==> src/hw/rtl/bmla_pkg.sv <==
// Shared types, codes and helper functions for the byte memory access core.
package bmla_pkg;

    // Number of byte lanes, one memory bank per lane.
    localparam int NUM_LANES = 4;

    // Default capacity in bytes.
    localparam int MEM_BYTES_DEF = 4096;

    // Size register value after reset.
    localparam logic [12:0] SIZE_RESET = 13'd4096;

    // Pattern that fills every byte after reset.
    localparam logic [7:0] FILL_BYTE = 8'hA5;

    // Command codes.
    localparam logic CMD_READ  = 1'b0;
    localparam logic CMD_WRITE = 1'b1;

    // Access size codes.
    localparam logic [1:0] SIZE_BYTE = 2'd0;
    localparam logic [1:0] SIZE_HALF = 2'd1;
    localparam logic [1:0] SIZE_WORD = 2'd2;

    // Per-lane control: whether the lane takes part and which byte of the word it carries.
    typedef struct packed {
        logic       on;
        logic [1:0] pos;
    } t_lane_ctl;

    // Number of bytes moved for a size code; the unused code moves nothing.
    function automatic logic [2:0] size_count(input logic [1:0] size);
        logic [2:0] cnt;
        begin
            unique case (size)
                SIZE_BYTE: cnt = 3'd1;
                SIZE_HALF: cnt = 3'd2;
                SIZE_WORD: cnt = 3'd4;
                default:   cnt = 3'd0;
            endcase
            return cnt;
        end
    endfunction

    // Byte limit from the size register: rounded up to a multiple of 16 and capped at the capacity.
    function automatic logic [31:0] limit_of(input logic [12:0] size, input int mem_bytes);
        logic [13:0] rnd;
        logic [31:0] rnd32;
        begin
            rnd   = ({1'b0, size} + 14'd15) & ~14'h000F;
            rnd32 = 32'(rnd);
            if (rnd32 > 32'(mem_bytes)) begin
                rnd32 = 32'(mem_bytes);
            end
            return rnd32;
        end
    endfunction

endpackage

==> src/hw/rtl/bmla_read_merge.sv <==
// Gathers lane bytes into the read word and applies sign extension.
module bmla_read_merge (
    input  logic                                          i_cmd,
    input  logic [1:0]                                    i_size,
    input  logic                                          i_sx,
    input  bmla_pkg::t_lane_ctl [bmla_pkg::NUM_LANES-1:0] i_lane,
    input  logic [bmla_pkg::NUM_LANES-1:0][7:0]           i_data,
    output logic [31:0]                                   o_rdata
);

    logic [31:0] raw;

    always_comb begin
        raw = '0;
        for (int j = 0; j < bmla_pkg::NUM_LANES; j++) begin
            if (i_lane[j].on) begin
                raw[8*i_lane[j].pos +: 8] = i_data[j];
            end
        end
        o_rdata = raw;
        if (i_sx && i_size == bmla_pkg::SIZE_BYTE && raw[7]) begin
            o_rdata = raw | 32'hFFFF_FF00;
        end else if (i_sx && i_size == bmla_pkg::SIZE_HALF && raw[15]) begin
            o_rdata = raw | 32'hFFFF_0000;
        end
        if (i_cmd == bmla_pkg::CMD_WRITE) begin
            o_rdata = '0;
        end
    end

endmodule

==> config.mk <==
export PLATFORM = sky130hd
export DESIGN_NAME = bmla_read_merge
export DESIGN_NICKNAME = d
export VERILOG_FILES = /design/src/hw/rtl/bmla_pkg.sv /design/src/hw/rtl/bmla_read_merge.sv
export SDC_FILE = /design/constraint.sdc
export NUM_CORES = 1
export LEC_CHECK = 0
export ABC_AREA = 1
export ABC_CLOCK_PERIOD_IN_PS = 2000
export BUFFER_PORTS_ARGS = -buffer_cell sky130_fd_sc_hd__buf_2
export CAP_MARGIN = 10
export CORE_ASPECT_RATIO = 0.9
export CORE_MARGIN = 5
export CORE_UTILIZATION = 54
export DETAILED_ROUTE_END_ITERATION = 10
export PLACE_DENSITY = 0.85
export SLEW_MARGIN = 20
export SYNTH_ARGS = -nofsm -noshare
export SYNTH_HDL_FRONTEND = slang
export SYNTH_SLANG_ARGS = --single-unit
==> constraint.sdc <==
create_clock -name vclk -period 2
set_input_delay 0 -clock vclk [all_inputs]
set_output_delay 0 -clock vclk [all_outputs]
set_load 0.02 [all_outputs]
# Word level (Yosys, flattened, before mapping)

Index checks and enable logic that the tools add are counted.

Register bits: 0
Word-level logic and storage cells: 29

Add/sub/neg operators: 4
Equal/unequal tests: 1
Shifts and indexed selects: 8
Mux-type cells: 10
Bitwise logic cells: 1
Reduce and logical (&&, ||, !) cells: 5

Operators by type and width:

| kind                    | number |
|---|---|
| $mux 32                 | 7 |
| $neg 5->34              | 4 |
| $shift 8x34->32 const A | 4 |
| $shiftx 8x34->32        | 4 |
| $bwmux 32               | 3 |
| $and 32x32->32          | 1 |
| $logic_and 1x1->1       | 4 |
| $eq 2x1->1 const B      | 1 |
| $logic_not 2->1         | 1 |

# Longest topological paths before layout

Gate-level depths: netlist (run 1).

Depth in word-level cells: 14
Depth in mapped cells: 15

# Worst setup path after synthesis (run 1)

OpenSTA, ideal clock, no wires.

Path type: input-to-output
From: input port i_lane[6] (netlist name)
To: output port o_rdata[21]
Arrival: 1.860 ns
Path slack: 0.140 ns
Stages on the path: 14
Cells stage by stage: buf_2 > clkinv_1 > ha_1 > inv_2 > nor2_4 > nand2_1 > a21oi_1 > nand2_1 > nand2_1 > nand2_2 > buf_6 > nand3_2 > nand2_1 > inv_1

Longest elaborated chain between the ends: 10
Elaborated cells between the ends (all ways): 12
Classes of those cells: add/sub: 1; shift: 2; mux: 7; reduce/logical: 2

RTL lines:

| element                                             | line                  | RTL |
|---|---|---|
| start, declared                                     | bmla_read_merge.sv:6  | `input bmla_pkg::t_lane_ctl [bmla_pkg::NUM_LANES-1:0] i_lane,` |
| $neg 5->34 (*)                                      | bmla_read_merge.sv:17 | `raw[8*i_lane[j].pos +: 8] = i_data[j];` |
| $shiftx 8x34->32 or $shift 8x34->32 (tied branches) | bmla_read_merge.sv:17 |  |
| $bwmux 32 (*)                                       | bmla_read_merge.sv:17 |  |
| $mux 32 (*)                                         | bmla_read_merge.sv:16 | `if (i_lane[j].on) begin` |
| $bwmux 32                                           | bmla_read_merge.sv:17 |  |
| $mux 32 (*)                                         | bmla_read_merge.sv:16 |  |
| $logic_and 1x1->1                                   | bmla_read_merge.sv:23 | `end else if (i_sx && i_size == bmla_pkg::SIZE_HALF && raw[15]) begin` |
| $mux 32                                             | bmla_read_merge.sv:23 |  |
| $mux 32 (*)                                         | bmla_read_merge.sv:21 | `if (i_sx && i_size == bmla_pkg::SIZE_BYTE && raw[7]) begin` |
| $mux 32 (*)                                         | bmla_read_merge.sv:26 | `if (i_cmd == bmla_pkg::CMD_WRITE) begin` |
| end, declared                                       | bmla_read_merge.sv:8  | `output logic [31:0] o_rdata` |

Every way passes the cells marked *; elsewhere a longest branch is shown, timed or not.

# Worst setup path in the final report (run 1)

From: input port i_lane[6] (netlist name)
To: output port o_rdata[17]

The elaborated chain is that of the path after synthesis.

==> results of run 1 <==
per-layer routing:
metal | vias up | track usage [%] | share of wire (%)
li1 | 1727 | - | -
met1 | 1545 | 45.44 | 43
met2 | 226 | 47.52 | 43
met3 | 24 | 4.074 | 12
met4 | 0 | 6.191 | 2.5
met5 | - | 0 | 0
repair_timing:
action | CTS | global route
gates resized for setup | 0 | 2
endpoints found under the setup margin | 0 | 16
setup buffers | 0 | 0
endpoints found under the hold margin | 0 | 0
hold buffers | 0 | 0
worst max-delay path by stage:
stage / start / to / slack [ns]
6_report: i_lane[6] / o_rdata[17] / 0.19
3_5_place_dp: i_lane[0] / o_rdata[17] / 0.13
2_1_floorplan: i_lane[6] / o_rdata[21] / 0.14
4_1_cts: i_lane[0] / o_rdata[17] / 0.13
5_1_grt: i_lane[0] / o_rdata[17] / 0.04
3_3_place_gp: i_lane[0] / o_rdata[31] / 0.21
cell families after synthesis:
logic type                 after synthesis  synth area share (%)
and+or+nand+nor                        305                 56.73
buffers and inverters                   85                 14.82
AOI/OAI and AO/OA                       78                 18.01
adders and majority gates               20                 10.44
stage by stage:
stage	instances	area [sq um]	worst slack (ns)	power (mW)	hold slack, ns
3_5_place_dp	639	2955	0.1333	0.5385	0.3815
2_1_floorplan	488	2397	0.1400	0.3349	0.1843
6_report	639	2969	0.1855	0.5570	0.3944
5_1_grt	639	2969	0.04072	0.6106	0.4096
3_3_place_gp	639	2955	0.2058	0.5341	0.3844
4_1_cts	639	2955	0.1310	0.5410	0.3841
layout make-up:
type                            count  area [sq um]  share of cell area [%]
Timing Repair Buffer              102         565.5                   19.05
Inverter                           72         270.3                   9.102
Multi-Input combinational cell    403          2056                   69.24
Tap cell                           62         77.57                   2.613
critical path: stages:
cell and delay (ns):
buf_2 0.09, clkinv_1 0.07, buf_4 0.17, ha_1 0.20, nand2_1 0.18, inv_1 0.23
a21oi_1 0.18, nand2_1 0.11, a21oi_1 0.21, nand3_1 0.11, nand2_1 0.07, inv_1 0.05
buf_2 0.15
cells in the final DEF (no fill, tap or decap):
cell	count
nor2_4	3
clkinv_1	1
nor3b_1	1
nand3_1	48
o21ai_0	1
a21oi_1	63
nand4_1	3
a21oi_2	7
nor3_1	3
buf_4	22
nand2_4	1
buf_2	80
nand3b_1	1
o21ai_1	1
nor4_4	1
nor2_1	66
nand3_2	13
ha_1	20
nand2_2	2
nand2_1	162
o211ai_1	6
inv_1	67
nand2_8	1
inv_2	4
power by group:
| part | internal (mW) | total, mW | switching, mW |
|---|---|---|---|
| combinational | 0.192 | 0.557 | 0.365 |
| sequential | 0 | 0 | 0 |
| clock | 0 | 0 | 0 |
| total | 0.192 | 0.557 | 0.365 |
==> results.md, run 1 <==
- Outcome: complete, no violations
- Largest net degree at the start of global routing: 24
- Max-cap violations: 0
- Worst path required time: about 2.0 ns
- TritonRoute pass-1 iters: 5
- Worst setup path class: in2out
- P_leak: between 1.5 and 2 nW
- Yosys warnings: 0
- Detailed-route wire length per cell: between 10 and 15 microns
- Vias in the first global route: approximately 3000
- Final min period: between 1.5 and 2 ns
- Syn-to-layout area delta: 23.85%
- Seq Cell Count: 0
- DRC: 0
- Seq/Total Area, Yosys: 0%
- Worst Hold Launch: i_data[25]
- Diodes inserted: 0
- Final ANT Viol Nets: 0
- Hold depth: 4
- Max FO, Critical Path: 11
- Netlist cell types: 25
- Die Y: approximately 73 microns
- Worst vdd ir: ~0.00011 V
- Nets: ~650
- Final setup TNS: 0 ns
- Placeable Area: roughly 4400 sq um
- Hold Crit Class: in2out
- Post-synth top area cell: nand2_1
- Final core occ: between 60% and 70%
- WHS Endpoint: o_rdata[1]
- RSZ-0062 raised after global routing: false
- PortBufs: 80
- Congestion Overflow GR: 0
- I/O pins: 80
- Initial Util: 54.81%
- # rows: 23
- Pwr dens: around 190 nW/um^2
- Commonest cells post-synth: nand2_1, inv_1, nor2_1, a21oi_1, nand3_1
- Iter 0 DRT Violations: around 540
- Layout cells sized above 1: about 23%
- # setup viols final: 0
- Post-DP HPWL: between 7 and 8 mm
- Startpoint types: input port
- Fillcell total: between 400 and 500
- Routed WL: approximately 9 mm
- Worst-Margin Slew: between 0.6 and 0.7 ns
- Die ar.: about 5900 sq um
- Crit path capture type: output pin
- Final Hold Fails: 0
- Initial antenna violation count: 0
- Final period util: 90.72%
- FMAX: between 0.5 and 0.6 GHz
- Synth top area cells: nand2_1, a21oi_1, inv_1
- Placer Congestion: between 1 and 1.5
- Syn Area/Cell: 4.912 sq um
- Tot GR Track Use: 30.79%
- Cell count after synthesis: 488
- Global-route wire length before repair: between 10 and 15 mm
- Avg Vias per Cell: between 5 and 6
- Count leader, synth: nand2_1
- Critical path data arrival time: ~1.8 ns
- Die width: 80.24 microns
- Synth top area share: roughly a quarter
- Max Slew Vio Count: 0
- Syn_nets: ~560
- Syn Std Cell Area: about 2400 sq um
- Headroom to the max-slew limit: 56.65%
- Routed vias: 3522
- Register area: 0 sq um
- Clock buffer cells: 0
Power figures use the tool's default switching activity.
==> run 2: changes to the inputs <==
--- a/config.mk
+++ b/config.mk
@@ -6,14 +6,15 @@
 export NUM_CORES = 1
 export LEC_CHECK = 0
 export ABC_AREA = 1
-export ABC_CLOCK_PERIOD_IN_PS = 2000
+export ABC_CLOCK_PERIOD_IN_PS = 1550
 export BUFFER_PORTS_ARGS = -buffer_cell sky130_fd_sc_hd__buf_2
 export CAP_MARGIN = 10
 export CORE_ASPECT_RATIO = 0.9
 export CORE_MARGIN = 5
-export CORE_UTILIZATION = 54
+export CORE_UTILIZATION = 49
 export DETAILED_ROUTE_END_ITERATION = 10
-export PLACE_DENSITY = 0.85
+export MAX_ROUTING_LAYER = met4
+export PLACE_DENSITY = 0.81
 export SLEW_MARGIN = 20
 export SYNTH_ARGS = -nofsm -noshare
 export SYNTH_HDL_FRONTEND = slang
==> constraint.sdc (replaced) <==
create_clock -name vclk -period 1.55
set_input_delay 0 -clock vclk [all_inputs]
set_output_delay 0 -clock vclk [all_outputs]
set_load 0.02 [all_outputs]
==> run 2 against run 1 <==
The run now ends with design-rule violations, negative setup slack left. Total power rose by 110%. Flip-flop and latch count did not move. Critical path type unchanged. Hold slack improved by 0.011 ns. Final cell count rose by 8.8%. First-iteration DRC count rose by 66%.
==> results.md, run 2 (same netlist as run 1, synthesis figures left out) <==
- Outcome: finished, violations left (was complete, no violations)
- Violated checks: design-rule violations, negative setup slack
- # hold bufs at CTS: 0 (unchanged)
- Placeable Area: 4805 sq um (was 4374 sq um)
- Congestion Overflow GR: 0 (unchanged)
- Detailed-route wire length per cell: 22.38 microns (was 14.34 microns)
- Setup crit end: o_rdata[31] (was o_rdata[17])
- FMAX: around 0.55 GHz
- Register area: 0 sq um (unchanged)
- Final min period: 1.804 ns
- Vias in the first global route: 3933 (was 2976)
- Die width: 83.73 microns (was 80.24 microns)
- Clock buffer cells: 0 (unchanged)
- Fillcell total: 244 (was 479)
- Crit-path most repeated cell: nand2_2 (was nand2_1)
- Post-DP HPWL: 8.877 mm (was 7.773 mm)
- Placer Congestion: 1.091 (was 1.088)
- Final Hold Fails: 0 (unchanged)
- Die ar.: 6393 sq um (was 5874 sq um)
- Diodes inserted: 0 (unchanged)
- Nets: 700 (was 647)
- Initial antenna violation count: 0 (unchanged)
- RSZ-0062 raised after global routing: true (was false)
- Headroom to the max-slew limit: 54.04% (was 56.65%)
- Most common cell after layout, fill and taps aside: nand2_1 (unchanged)
- Final core occ: 88.15% (was 67.88%)
- Max stage delay on crit path: 0.29 ns (was 0.23 ns)
- Setup ws final: -0.2541 ns (was 0.1855 ns)
- TritonRoute pass-1 iters: 11 (was 5)
- Hold Crit Class: in2out (unchanged)
- Initial Util: 49.90% (was 54.81%)
- Critical path data arrival time: 1.80 ns (was 1.81 ns)
- Max-cap violations: 0 (unchanged)
- Crit path capture type: output pin (unchanged)
- Worst setup path class: in2out (unchanged)
- Worst-Margin Slew: 0.6842 ns (was 0.6454 ns)
- Max Slew Vio Count: 0 (unchanged)
- Global-route wire length before repair: 20.16 mm (was 14.41 mm)
- Final period util: 116.4%
- Routed vias: 4541 (was 3522)
- Critical path cell sequence: buf_2, inv_4, ha_4, nand2_2, nor2_4, nand2_2, nand2_1, nand2_1, nand2_2, nand2_4, buf_12, nand3_4, nand2_2, inv_2, buf_6 (was buf_2, clkinv_1, buf_4, ha_1, nand2_1, inv_1, a21oi_1, nand2_1, a21oi_1, nand3_1, nand2_1, inv_1, buf_2)
- P_leak: 2.286 nW (was 1.914 nW)
- Die Y: 76.36 microns (was 73.21 microns)
- # setup viols final: 30 (was 0)
- DP Worst Slack: -0.2804 ns (was 0.1333 ns)
- Avg Vias per Cell: 6.534 (was 5.512)
- Final ANT Viol Nets: 0 (unchanged)
- Tot GR Track Use: 39.34% (was 30.79%)
- CP max stage cell: ha_4 (was inv_1)
- Pwr dens: 270.6 nW/um^2 (was 187.6 nW/um^2)
- Syn-to-layout area delta: 76.67% (was 23.85%)
- Largest net degree at the start of global routing: 17 (was 24)
- Iter 0 DRT Violations: 891 (was 537)
- Worst vdd ir: 0.0002052 V (was 0.0001075 V)
- Layout cells sized above 1: 45.56% (was 23.22%)
- Worst path required time: 1.55 ns (was 2.00 ns)
- # rows: 24 (was 23)
- I/O pins: 80 (unchanged)
- PortBufs: 80 (unchanged)
- Worst Setup SP: i_lane[0] (was i_lane[6])
- Max FO, Critical Path: 8 (was 11)
- Startpoint types: input port (unchanged)
- Most frequent cells in the layout: nand2_1, buf_4, nor2_1 (was nand2_1, buf_2, inv_1)
- Routed WL: 15.56 mm (was 9.165 mm)
- DRC: 19 (was 0)
- Seq Cell Count: 0 (unchanged)
- Final Total Pwr: 1.146 mW (was 0.5570 mW)
## run 2: routing by layer
| layer | vias to the layer above | share of wire (%) | track usage, % |
|---|---|---|---|
| met1 | 1954 | 33 | 49.10 |
| met2 | 542 | 40 | 61.13 |
| li1 | 1836 | - | - |
| met4 | 0 | 11 | 18.17 |
| met3 | 209 | 16 | 7.459 |
| met5 | - | 0 | - |
## run 2: what timing repair did
| item | CTS | global route |
|---|---|---|
| resized for setup | 116 | 88 |
| pin swaps | 18 | 24 |
| gates cloned | 2 | 0 |
| buffers inserted | 8 | 6 |
| setup endpoints to repair | 30 | 30 |
## run 2: worst min-delay path by stage
stage | startpoint | endpoint | slack, ns | cells after the start
floorplan | i_data[24] | o_rdata[0] | 0.18 | 2
detailed placement | i_data[25] | o_rdata[1] | 0.40 | 4
CTS | i_data[25] | o_rdata[1] | 0.40 | 4
finish | i_data[27] | o_rdata[3] | 0.41 | 4
global route | i_data[25] | o_rdata[1] | 0.42 | 4
global placement | i_data[25] | o_rdata[1] | 0.40 | 4
## run 2: critical path, delay by kind of cell
kind | cells | cell delay (ns)
adder cells (fa/ha/maj) | 1 | 0.29
AND/OR/NAND/NOR | 9 | 0.88
buffers and inverters | 5 | 0.61
## run 2: final cells by class
cell class	count	area, sq um	area share (%)
Multi-Input combinational cell	403	2516	59.41
Tap cell	65	81.33	1.920
Timing Repair Buffer	155	1325	31.29
Inverter	72	312.8	7.386
## run 2: power breakdown
part           switching, mW  leakage, nW  internal [mW]
combinational          0.695         2.29          0.451
sequential                 0            0              0
clock                      0            0              0
total                  0.695         2.29          0.451
## run 2: stage by stage
| stage | hold slack, ns | TNS [ns] | area, sq um | cells |
|---|---|---|---|---|
| after detailed placement | 0.4005 | -4.980 | 3381 | 680 |
| after global placement | 0.4046 | -3.875 | 3381 | 680 |
| after CTS | 0.4034 | -0.005027 | 3896 | 690 |
| final | 0.4052 | -4.640 | 4235 | 695 |
| after floorplan | 0.1843 | 0 | 2495 | 488 |
| after global routing | 0.4190 | -4.748 | 4235 | 695 |
