`src/hw/rtl/bmla_pkg.sv`:
```
// Shared types, codes and helper functions for the byte memory access core.
package bmla_pkg;

    // Number of byte lanes, one memory bank per lane.
    localparam int NUM_LANES = 4;

    // Default capacity in bytes.
    localparam int MEM_BYTES_DEF = 4096;

    // Size register value after reset.
    localparam logic [12:0] SIZE_RESET = 13'd4096;

    // Pattern that fills every byte after reset.
    localparam logic [7:0] FILL_BYTE = 8'hA5;

    // Command codes.
    localparam logic CMD_READ  = 1'b0;
    localparam logic CMD_WRITE = 1'b1;

    // Access size codes.
    localparam logic [1:0] SIZE_BYTE = 2'd0;
    localparam logic [1:0] SIZE_HALF = 2'd1;
    localparam logic [1:0] SIZE_WORD = 2'd2;

    // Per-lane control: whether the lane takes part and which byte of the word it carries.
    typedef struct packed {
        logic       on;
        logic [1:0] pos;
    } t_lane_ctl;

    // Number of bytes moved for a size code; the unused code moves nothing.
    function automatic logic [2:0] size_count(input logic [1:0] size);
        logic [2:0] cnt;
        begin
            unique case (size)
                SIZE_BYTE: cnt = 3'd1;
                SIZE_HALF: cnt = 3'd2;
                SIZE_WORD: cnt = 3'd4;
                default:   cnt = 3'd0;
            endcase
            return cnt;
        end
    endfunction

    // Byte limit from the size register: rounded up to a multiple of 16 and capped at the capacity.
    function automatic logic [31:0] limit_of(input logic [12:0] size, input int mem_bytes);
        logic [13:0] rnd;
        logic [31:0] rnd32;
        begin
            rnd   = ({1'b0, size} + 14'd15) & ~14'h000F;
            rnd32 = 32'(rnd);
            if (rnd32 > 32'(mem_bytes)) begin
                rnd32 = 32'(mem_bytes);
            end
            return rnd32;
        end
    endfunction

endpackage

```
`src/hw/rtl/bmla_access_dec.sv`:
```
// Splits one access into per-lane row addresses, enables and range checks.
module bmla_access_dec #(
    parameter int MEM_BYTES = bmla_pkg::MEM_BYTES_DEF,
    parameter int ROWS      = MEM_BYTES / bmla_pkg::NUM_LANES,
    parameter int ROW_W     = $clog2(ROWS),
    parameter int LIM_W     = $clog2(MEM_BYTES + 1)
) (
    input  logic [31:0]                                   i_addr,
    input  logic [1:0]                                    i_size,
    input  logic [LIM_W-1:0]                              i_limit,
    output bmla_pkg::t_lane_ctl [bmla_pkg::NUM_LANES-1:0] o_lane,
    output logic [bmla_pkg::NUM_LANES-1:0][ROW_W-1:0]     o_row,
    output logic                                          o_bad
);

    logic [2:0]  cnt;
    logic [1:0]  pos  [bmla_pkg::NUM_LANES];
    logic [31:0] badr [bmla_pkg::NUM_LANES];
    logic [bmla_pkg::NUM_LANES-1:0] used;
    logic [bmla_pkg::NUM_LANES-1:0] legal;

    assign cnt = bmla_pkg::size_count(i_size);

    // Each lane carries the one byte of the access whose address falls in that lane.
    always_comb begin
        for (int j = 0; j < bmla_pkg::NUM_LANES; j++) begin
            pos[j]       = 2'(j) - i_addr[1:0];
            badr[j]      = i_addr + 32'(pos[j]);
            used[j]      = {1'b0, pos[j]} < cnt;
            legal[j]     = badr[j] < 32'(i_limit);
            o_lane[j].on  = used[j] & legal[j];
            o_lane[j].pos = pos[j];
            o_row[j]     = badr[j][ROW_W+1:2];
        end
    end

    assign o_bad = |(used & ~legal);

endmodule

```
`config.mk`:
```
export PLATFORM = sky130hd
export DESIGN_NAME = bmla_access_dec
export DESIGN_NICKNAME = d
export VERILOG_FILES = /design/src/hw/rtl/bmla_pkg.sv /design/src/hw/rtl/bmla_access_dec.sv
export SDC_FILE = /design/constraint.sdc
export NUM_CORES = 1
export LEC_CHECK = 0
export ABC_AREA = 1
export ABC_CLOCK_PERIOD_IN_PS = 6400
export BUFFER_PORTS_ARGS = -buffer_cell sky130_fd_sc_hd__buf_4
export CELL_PAD_IN_SITES_DETAIL_PLACEMENT = 0
export CELL_PAD_IN_SITES_GLOBAL_PLACEMENT = 1
export CORE_ASPECT_RATIO = 0.9
export CORE_MARGIN = 4
export CORE_UTILIZATION = 40
export DETAILED_ROUTE_END_ITERATION = 10
export PLACE_DENSITY_LB_ADDON = 0.25
export SLEW_MARGIN = 20
export SYNTH_ARGS = -nofsm -noshare
export SYNTH_HDL_FRONTEND = slang
export SYNTH_SLANG_ARGS = --single-unit
```
`constraint.sdc`:
```
create_clock -name vclk -period 6.4
set_input_delay 1.28 -clock vclk [all_inputs]
set_output_delay 1.28 -clock vclk [all_outputs]
set_load 0.02 [all_outputs]
```
After elaboration in Yosys (flattened, before gate mapping)
Index checks and enable logic that the tools add are counted.
- add/sub/neg operators: 8
- $lt $le $gt $ge: 8
- equality and inequality tests: 2
- multiplexer cells: 1
- bitwise operators: 6
- reduce and logical (&&, ||, !) cells: 2
- operators with widths (cell ; number):
    32-bit by 2-bit adder with 32-bit output ; 4
    32-bit by 13-bit < comparator with 1-bit output ; 4
    2-bit by 3-bit < comparator with 1-bit output ; 4
    3-bit one-hot mux with 3 select lines ; 1
    1-bit AND ; 4
    4-bit AND ; 1
    4-bit inverter ; 1
    4-bit OR reduction ; 1
    1-bit by 2-bit subtractor with 2-bit output, first input constant ; 2
    2-bit subtractor, first input constant ; 2
    2-bit by 1-bit equality test with 1-bit output, second input constant ; 1
    2-bit equality test, second input constant ; 1
    2-bit zero test ; 1
- register bits after elaboration: 0
- input bits: 47
- output and inout port bits: 53
- logic and storage cells: 27

Logic depth before layout (Yosys ltp)
Gate-level depths: netlist of run 1.
- word-level depth: 6
- mapped depth: 19

Worst setup path before layout of run 1
OpenSTA, ideal clock, no wires.
- path kind: input-to-output
- start: in i_addr[1]
- end: out o_lane[2] (netlist bit)
- arrival: 4.298 ns
- data required time: 5.120 ns
- setup slack: 0.822 ns
- stages on the path: 17
- cells stage by stage: inv_1 -> ha_1 -> inv_1 -> nand2_1 -> nand2_1 -> nand3_1 -> nand2_2 -> nand2_1 -> xor2_1 -> ha_1 -> a21oi_1 -> o21a_1 -> a21o_1 -> a21boi_0 -> nor2_1 -> nand3_1 -> nor2_1
- RTL lines (element ; line ; RTL):
    start, declared ; bmla_access_dec.sv:8 ; input logic [31:0] i_addr,
    end, declared ; bmla_access_dec.sv:11 ; output bmla_pkg::t_lane_ctl [bmla_pkg::NUM_LANES-1:0] o_lane,

Worst setup path after layout of run 1
- start: in i_addr[1]
- end: out o_bad
- cells in the longest elaborated chain, start to end: 6
- elaborated cells on any way between the ends: 19
- classes of those cells: 8 x add/sub; 8 x order compare; 2 x bitwise; 1 x reduce/logical
- ends and longest elaborated chain (element ; line ; RTL):
    1-bit by 2-bit subtractor with 2-bit output or 2-bit subtractor (tied branches) ; bmla_access_dec.sv:27 ; pos[j] = 2'(j) - i_addr[1:0];
    32-bit by 2-bit adder with 32-bit output ; bmla_access_dec.sv:28 ; badr[j] = i_addr + 32'(pos[j]);
    32-bit by 13-bit < comparator with 1-bit output ; bmla_access_dec.sv:30 ; legal[j] = badr[j] < 32'(i_limit);
    4-bit inverter ; bmla_access_dec.sv:37 ; assign o_bad = |(used & ~legal);
    4-bit AND * ; bmla_access_dec.sv:37 ;
    4-bit OR reduction * ; bmla_access_dec.sv:37 ;
    end, declared ; bmla_access_dec.sv:13 ; output logic o_bad
Every way passes the cells marked *; elsewhere a longest branch is shown, timed or not.

==> results.rst, run 1 <==
.. list-table::
   :header-rows: 1

   * - Metric
     - Value
   * - Result of the run
     - finished clean
   * - Place WS
     - 611.8 ps
   * - GR Util met2
     - 0.4295
   * - Type of element capturing the critical path
     - output pin
   * - Proportion of synthesized chip area in sequential cells
     - 0
   * - Leading cell type in the layout, fill and taps excluded
     - sky130_fd_sc_hd__nand2_1
   * - Total count of max-transition violations in the final report
     - 0
   * - Count of clock buffers in the final design
     - 0
   * - Number of distinct library cells after synthesis
     - 32
   * - Number of placement rows
     - 33
   * - Cell types with the largest area share after synthesis
     - sky130_fd_sc_hd__nand2_1, sky130_fd_sc_hd__ha_1, sky130_fd_sc_hd__inv_1
   * - End point of the worst hold path
     - o_row[35]
   * - P&R area growth vs syn
     - 18.57%
   * - Fraction of final layout cells sized beyond drive strength 1
     - 0.1954
   * - Critical path launch point type
     - input pin
   * - Final min period
     - 5822 ps
   * - Post-synthesis cell area
     - 3867 um2
   * - Initial antenna violation count
     - 1
   * - Data arrival time of the critical path
     - 4540 ps
   * - First-pass GRT wire length
     - 24.26 mm
   * - Hold wc startpoint
     - i_addr[7]
   * - GRT Residual Overflow
     - 0
   * - Aggregate negative setup slack
     - 0 ps
   * - Data required time at the worst endpoint
     - 5120 ps
   * - Post-cts hold buffer count
     - 0
   * - Share of the core filled with cells
     - 0.4936
   * - Routed wire per std cell
     - 17.25 um
   * - Global-route track usage on met1
     - 0.3915
   * - Hold crit path type
     - in -> out
   * - Via/cell ratio
     - 5.231
   * - Number of nets with antenna violations after routing
     - 0
   * - Critical path class
     - in -> out
   * - Number of iterations in the first detailed-routing pass
     - 5
   * - Met3 track demand over resource in global routing
     - 0.02449
   * - Seq Cell Count
     - 0
   * - Max FO, Critical Path
     - 10
   * - Setup bufs post-CTS
     - 0
   * - Slew at the pin with the worst max-slew slack
     - 588.8 ps
   * - Synthesized Nets
     - 806
   * - Final net count
     - 882
   * - Initial Utilization
     - 0.4163
   * - Area share of the leading cell type in the synthesized netlist
     - 0.2058
   * - Width of the die
     - 111.7 um
   * - Rel. slew slack
     - 0.6065
   * - Area of the die
     - 11,310 um2
   * - Total Wirelength
     - 15.54 mm
   * - Vert. Die Dim
     - 101.3 um
   * - Number of instances on the worst hold path
     - 2
   * - Fill count
     - 1,036
   * - Largest net degree at the start of global routing
     - 15
   * - Initial DRC Count
     - 415
   * - Maximum clock rate
     - 171.8 MHz
   * - Gpl congestion
     - 1.007
   * - DR DRC count
     - 0
   * - Vias in the first global route
     - 4,413
   * - Number of vias after detailed routing
     - 4,713
   * - Synth Area per Inst
     - 5.494 um2
   * - Post-route fraction of the period consumed by the critical path
     - 0.9097
   * - Worst setup margin
     - 577.9 ps
   * - All-layer global routing usage
     - 0.2677
   * - Commonest non-fill, non-tap cells in the layout
     - sky130_fd_sc_hd__nand2_1, sky130_fd_sc_hd__buf_4, sky130_fd_sc_hd__inv_1, sky130_fd_sc_hd__nor2_1, sky130_fd_sc_hd__nand3_1
   * - Number of top-level design ports
     - 100
   * - Setup repair after global routing missed its margin
     - no
   * - Sequential Area
     - 0 um2
   * - Detailed Place HPWL
     - 13.61 mm
   * - Area of the placeable core
     - 9290 um2
   * - Reported max-cap violation count
     - 0
   * - Cell taking the most area after synthesis
     - sky130_fd_sc_hd__nand2_1
   * - Most heavily used metal layer in global routing
     - met2
   * - Port bufs
     - 100
   * - Number of cells upsized or downsized after cts
     - 0
   * - Number of failing setup endpoints in the final timing report
     - 0
   * - Final-report hold violation count
     - 0
   * - Count of mapped cells out of synthesis
     - 704
   * - Yosys warning count
     - 0
==> routing by layer <==
metal | wire length, um | vias up
li1 | - | 2395
met1 | 7537 | 2125
met2 | 6597 | 171
met3 | 1047 | 22
met4 | 357 | 0
met5 | 0 | -
==> final cells by class <==
| class | count | area, um2 | share of cell area |
|---|---|---|---|
| diodes | 1 | 2.502 | 0.0005457 |
| inverters | 97 | 365.4 | 0.07967 |
| multi-input cells | 581 | 3314 | 0.7228 |
| well taps | 122 | 152.6 | 0.03329 |
| repair buffers | 100 | 750.7 | 0.1637 |
==> logic make-up after synthesis <==
family / after synthesis / synth area share
AOI/OAI and AO/OA: 60 / 0.08476
adders and majority gates: 55 / 0.1779
and+or+nand+nor: 426 / 0.5037
xor gates and xnor gates: 40 / 0.09058
buffers and inverters: 123 / 0.1430
==> cell usage after synthesis, types with 3 or more instances <==
master	instances
sky130_fd_sc_hd__buf_4	23
sky130_fd_sc_hd__o21ai_1	4
sky130_fd_sc_hd__nor2_4	11
sky130_fd_sc_hd__inv_1	93
sky130_fd_sc_hd__xor2_1	30
sky130_fd_sc_hd__a21oi_1	32
sky130_fd_sc_hd__nor2_2	23
sky130_fd_sc_hd__ha_1	55
sky130_fd_sc_hd__nor2_1	70
sky130_fd_sc_hd__nand4_1	19
sky130_fd_sc_hd__o21ai_0	14
sky130_fd_sc_hd__inv_2	3
sky130_fd_sc_hd__nand2_2	10
sky130_fd_sc_hd__nor3_1	7
sky130_fd_sc_hd__nand2_4	4
sky130_fd_sc_hd__xnor2_1	10
sky130_fd_sc_hd__nand2_1	212
sky130_fd_sc_hd__nand3_1	64
==> worst max-delay path: stages <==
cell	delay [ps]
sky130_fd_sc_hd__buf_4	150
sky130_fd_sc_hd__inv_1	170
sky130_fd_sc_hd__ha_1	310
sky130_fd_sc_hd__inv_1	110
sky130_fd_sc_hd__nand2_1	80
sky130_fd_sc_hd__nand2_1	110
sky130_fd_sc_hd__nand3_1	120
sky130_fd_sc_hd__nand2_2	220
sky130_fd_sc_hd__nand2_1	200
sky130_fd_sc_hd__xor2_1	290
sky130_fd_sc_hd__ha_1	300
sky130_fd_sc_hd__a21oi_1	150
sky130_fd_sc_hd__o21a_1	140
sky130_fd_sc_hd__a21o_1	120
sky130_fd_sc_hd__a21boi_0	90
sky130_fd_sc_hd__nor2_1	160
sky130_fd_sc_hd__nand3_1	150
sky130_fd_sc_hd__a21oi_1	150
sky130_fd_sc_hd__nand2_1	70
sky130_fd_sc_hd__buf_4	150
==> metrics by stage <==
stage	hold WS (ps)	std cells	cell area [um2]
finish	2809	901	4586
global placement	2815	900	4583
CTS	2811	900	4583
floorplan	2671	704	3867
global route	2823	900	4583
detailed placement	2811	900	4583
==> how the worst max path moves through the flow <==
stage               slack (ps)  depth (start not counted)       from        end
finish                     580                         20  i_addr[1]      o_bad
global route               280                         20  i_addr[1]      o_bad
CTS                        590                         20  i_addr[1]      o_bad
detailed placement         610                         20  i_addr[1]      o_bad
global placement           730                         20  i_addr[0]      o_bad
floorplan                  820                         17  i_addr[1]  o_lane[2]
==> run 2, diff against run 1 <==
--- a/config.mk
+++ b/config.mk
@@ -10,11 +10,11 @@
 export BUFFER_PORTS_ARGS = -buffer_cell sky130_fd_sc_hd__buf_4
 export CELL_PAD_IN_SITES_DETAIL_PLACEMENT = 0
 export CELL_PAD_IN_SITES_GLOBAL_PLACEMENT = 1
-export CORE_ASPECT_RATIO = 0.9
 export CORE_MARGIN = 4
-export CORE_UTILIZATION = 40
+export CORE_UTILIZATION = 35
 export DETAILED_ROUTE_END_ITERATION = 10
 export PLACE_DENSITY_LB_ADDON = 0.25
+export SETUP_SLACK_MARGIN = 0.05
 export SLEW_MARGIN = 20
 export SYNTH_ARGS = -nofsm -noshare
 export SYNTH_HDL_FRONTEND = slang
==> run 2 against run 1 <==
Non-clock buffer count stayed put; via count is 0.36% lower; die area is 13% higher; critical path depth is 1 lower; cell area is 0.44% higher; global-route usage is 2.9 points lower; routed wire length is 2.5% higher; clock-buffer cell count stayed put; utilization is 6.9 points lower; sequential share of layout area stayed put; maximum frequency is 0.88% higher.
==> results.rst, run 2 (same netlist as run 1, synthesis figures left out) <==
.. list-table::
   :header-rows: 1

   * - Metric
     - Value
   * - Number of instances on the worst hold path
     - 2
   * - Number of vias after detailed routing
     - 4,696
   * - Count of clock buffers in the final design
     - 0
   * - Hold crit path type
     - in -> out
   * - Diodes inserted
     - 0
   * - DR DRC count
     - 0
   * - Total Wirelength
     - 15.93 mm
   * - Aggregate negative setup slack
     - 0 ps
   * - Result of the run
     - finished clean
   * - Worst setup margin
     - 628.8 ps
   * - Rel. slew slack
     - 0.4972
   * - Post-cts hold buffer count
     - 0
   * - Place WS
     - 664.6 ps
   * - Final net count
     - 882
   * - Port bufs
     - 100
   * - Routed wire per std cell
     - 17.35 um
   * - Commonest non-fill, non-tap cells in the layout
     - sky130_fd_sc_hd__nand2_1, sky130_fd_sc_hd__buf_4, sky130_fd_sc_hd__inv_1, sky130_fd_sc_hd__nor2_1, sky130_fd_sc_hd__nand3_1
   * - P&R area growth vs syn
     - 19.09%
   * - Area of the die
     - 12,800 um2
   * - GRT Residual Overflow
     - 0
   * - Reported max-cap violation count
     - 0
   * - Final min period
     - 5771 ps
   * - Worst supply voltage drop on vdd
     - 0.00003844 V
   * - Total count of max-transition violations in the final report
     - 0
   * - End point of the worst hold path
     - o_row[35]
   * - Number of failing setup endpoints in the final timing report
     - 0
   * - Final-report hold violation count
     - 0
   * - Leading cell type in the layout, fill and taps excluded
     - sky130_fd_sc_hd__nand2_1
   * - First-pass GRT wire length
     - 24.14 mm
   * - Critical path launch point type
     - input pin
   * - Type of element capturing the critical path
     - output pin
   * - Largest net degree at the start of global routing
     - 15
   * - Setup repair after global routing missed its margin
     - no
   * - Hold wc startpoint
     - i_addr[7]
   * - Seq Cell Count
     - 0
   * - Width of the die
     - 113.1 um
   * - Number of placement rows
     - 38
   * - Initial DRC Count
     - 385
   * - Slew at the pin with the worst max-slew slack
     - 747.3 ps
   * - Setup bufs post-CTS
     - 0
   * - Vias in the first global route
     - 4,389
   * - Data arrival time of the critical path
     - 4490 ps
   * - Initial Utilization
     - 0.3568
   * - Critical path class
     - in -> out
   * - Sequential Area
     - 0 um2
   * - Gpl congestion
     - 1.001
   * - Fraction of final layout cells sized beyond drive strength 1
     - 0.1954
   * - Static leakage
     - 2.393 nW
   * - Pwr Density
     - 63.17 nW/um2
   * - Number of iterations in the first detailed-routing pass
     - 7
   * - All-layer global routing usage
     - 0.2389
   * - Via/cell ratio
     - 5.115
   * - Max FO, Critical Path
     - 14
   * - Number of top-level design ports
     - 100
   * - Detailed Place HPWL
     - 13.94 mm
   * - Initial antenna violation count
     - 0
   * - Number of cells upsized or downsized after cts
     - 0
   * - Post-route fraction of the period consumed by the critical path
     - 0.9018
   * - Vert. Die Dim
     - 113.1 um
   * - Number of nets with antenna violations after routing
     - 0
   * - Maximum clock rate
     - 173.3 MHz
   * - Area of the placeable core
     - 10,840 um2
   * - Data required time at the worst endpoint
     - 5120 ps
## run 2: power breakdown
part           total (mW)  switching (mW)  internal (mW)
Clock                   0               0              0
Combinational       0.291           0.183          0.108
Sequential              0               0              0
## run 2: per-layer routing
layer | vias up | global-route usage | wire (um)
met5 | - | 0 | 0
met4 | 0 | 0.02804 | 250
met3 | 15 | 0.02139 | 1053
met2 | 152 | 0.4115 | 7297
met1 | 2140 | 0.3330 | 7330
li1 | 2389 | - | -
## run 2: area by class of cell
type / count / area, um2
fill: 1249 / 6235
multi-input combinational: 581 / 3314
timing repair buffer: 100 / 750.7
inverter: 97 / 365.4
tap: 140 / 175.2
## run 2: per-stage QoR
stage / utilization / hold slack [ps] / cells / instance area (um2) / power (mW)
after floorplan: - / 2671 / 704 / 3867 / 0.1813
after global placement: 0.4249 / 2830 / 918 / 4606 / 0.2881
after detailed placement: 0.4249 / 2831 / 918 / 4606 / 0.2906
after CTS: 0.4249 / 2832 / 918 / 4606 / 0.2917
after global routing: 0.4249 / 2840 / 918 / 4606 / 0.3222
final: 0.4249 / 2829 / 918 / 4606 / 0.2910
## run 2: how the worst max path moves through the flow
stage                     depth (start not counted)         to  slack (ps)      start
after floorplan                                  17  o_lane[2]         820  i_addr[1]
after global placement                           19      o_bad         880  i_addr[1]
after detailed placement                         19      o_bad         660  i_addr[1]
after CTS                                        19      o_bad         660  i_addr[1]
after global routing                             19      o_bad         420  i_addr[1]
final                                            19      o_bad         630  i_addr[1]
## run 2: critical path, cell delays in order
cell and delay (ps):
sky130_fd_sc_hd__buf_4 150, sky130_fd_sc_hd__inv_1 130, sky130_fd_sc_hd__ha_1 360, sky130_fd_sc_hd__inv_1 90, sky130_fd_sc_hd__nand2_1 80, sky130_fd_sc_hd__nand3_1 100, sky130_fd_sc_hd__nand2_1 450, sky130_fd_sc_hd__nand2_1 250
sky130_fd_sc_hd__xnor2_1 250, sky130_fd_sc_hd__ha_1 280, sky130_fd_sc_hd__a21oi_1 120, sky130_fd_sc_hd__o21ai_0 90, sky130_fd_sc_hd__a21oi_1 270, sky130_fd_sc_hd__nor2_1 90, sky130_fd_sc_hd__nor2_1 90, sky130_fd_sc_hd__nand2_1 80
sky130_fd_sc_hd__a21oi_1 130, sky130_fd_sc_hd__nand2_1 70, sky130_fd_sc_hd__buf_4 160
No activity file was read; power rests on OpenSTA's default activity.
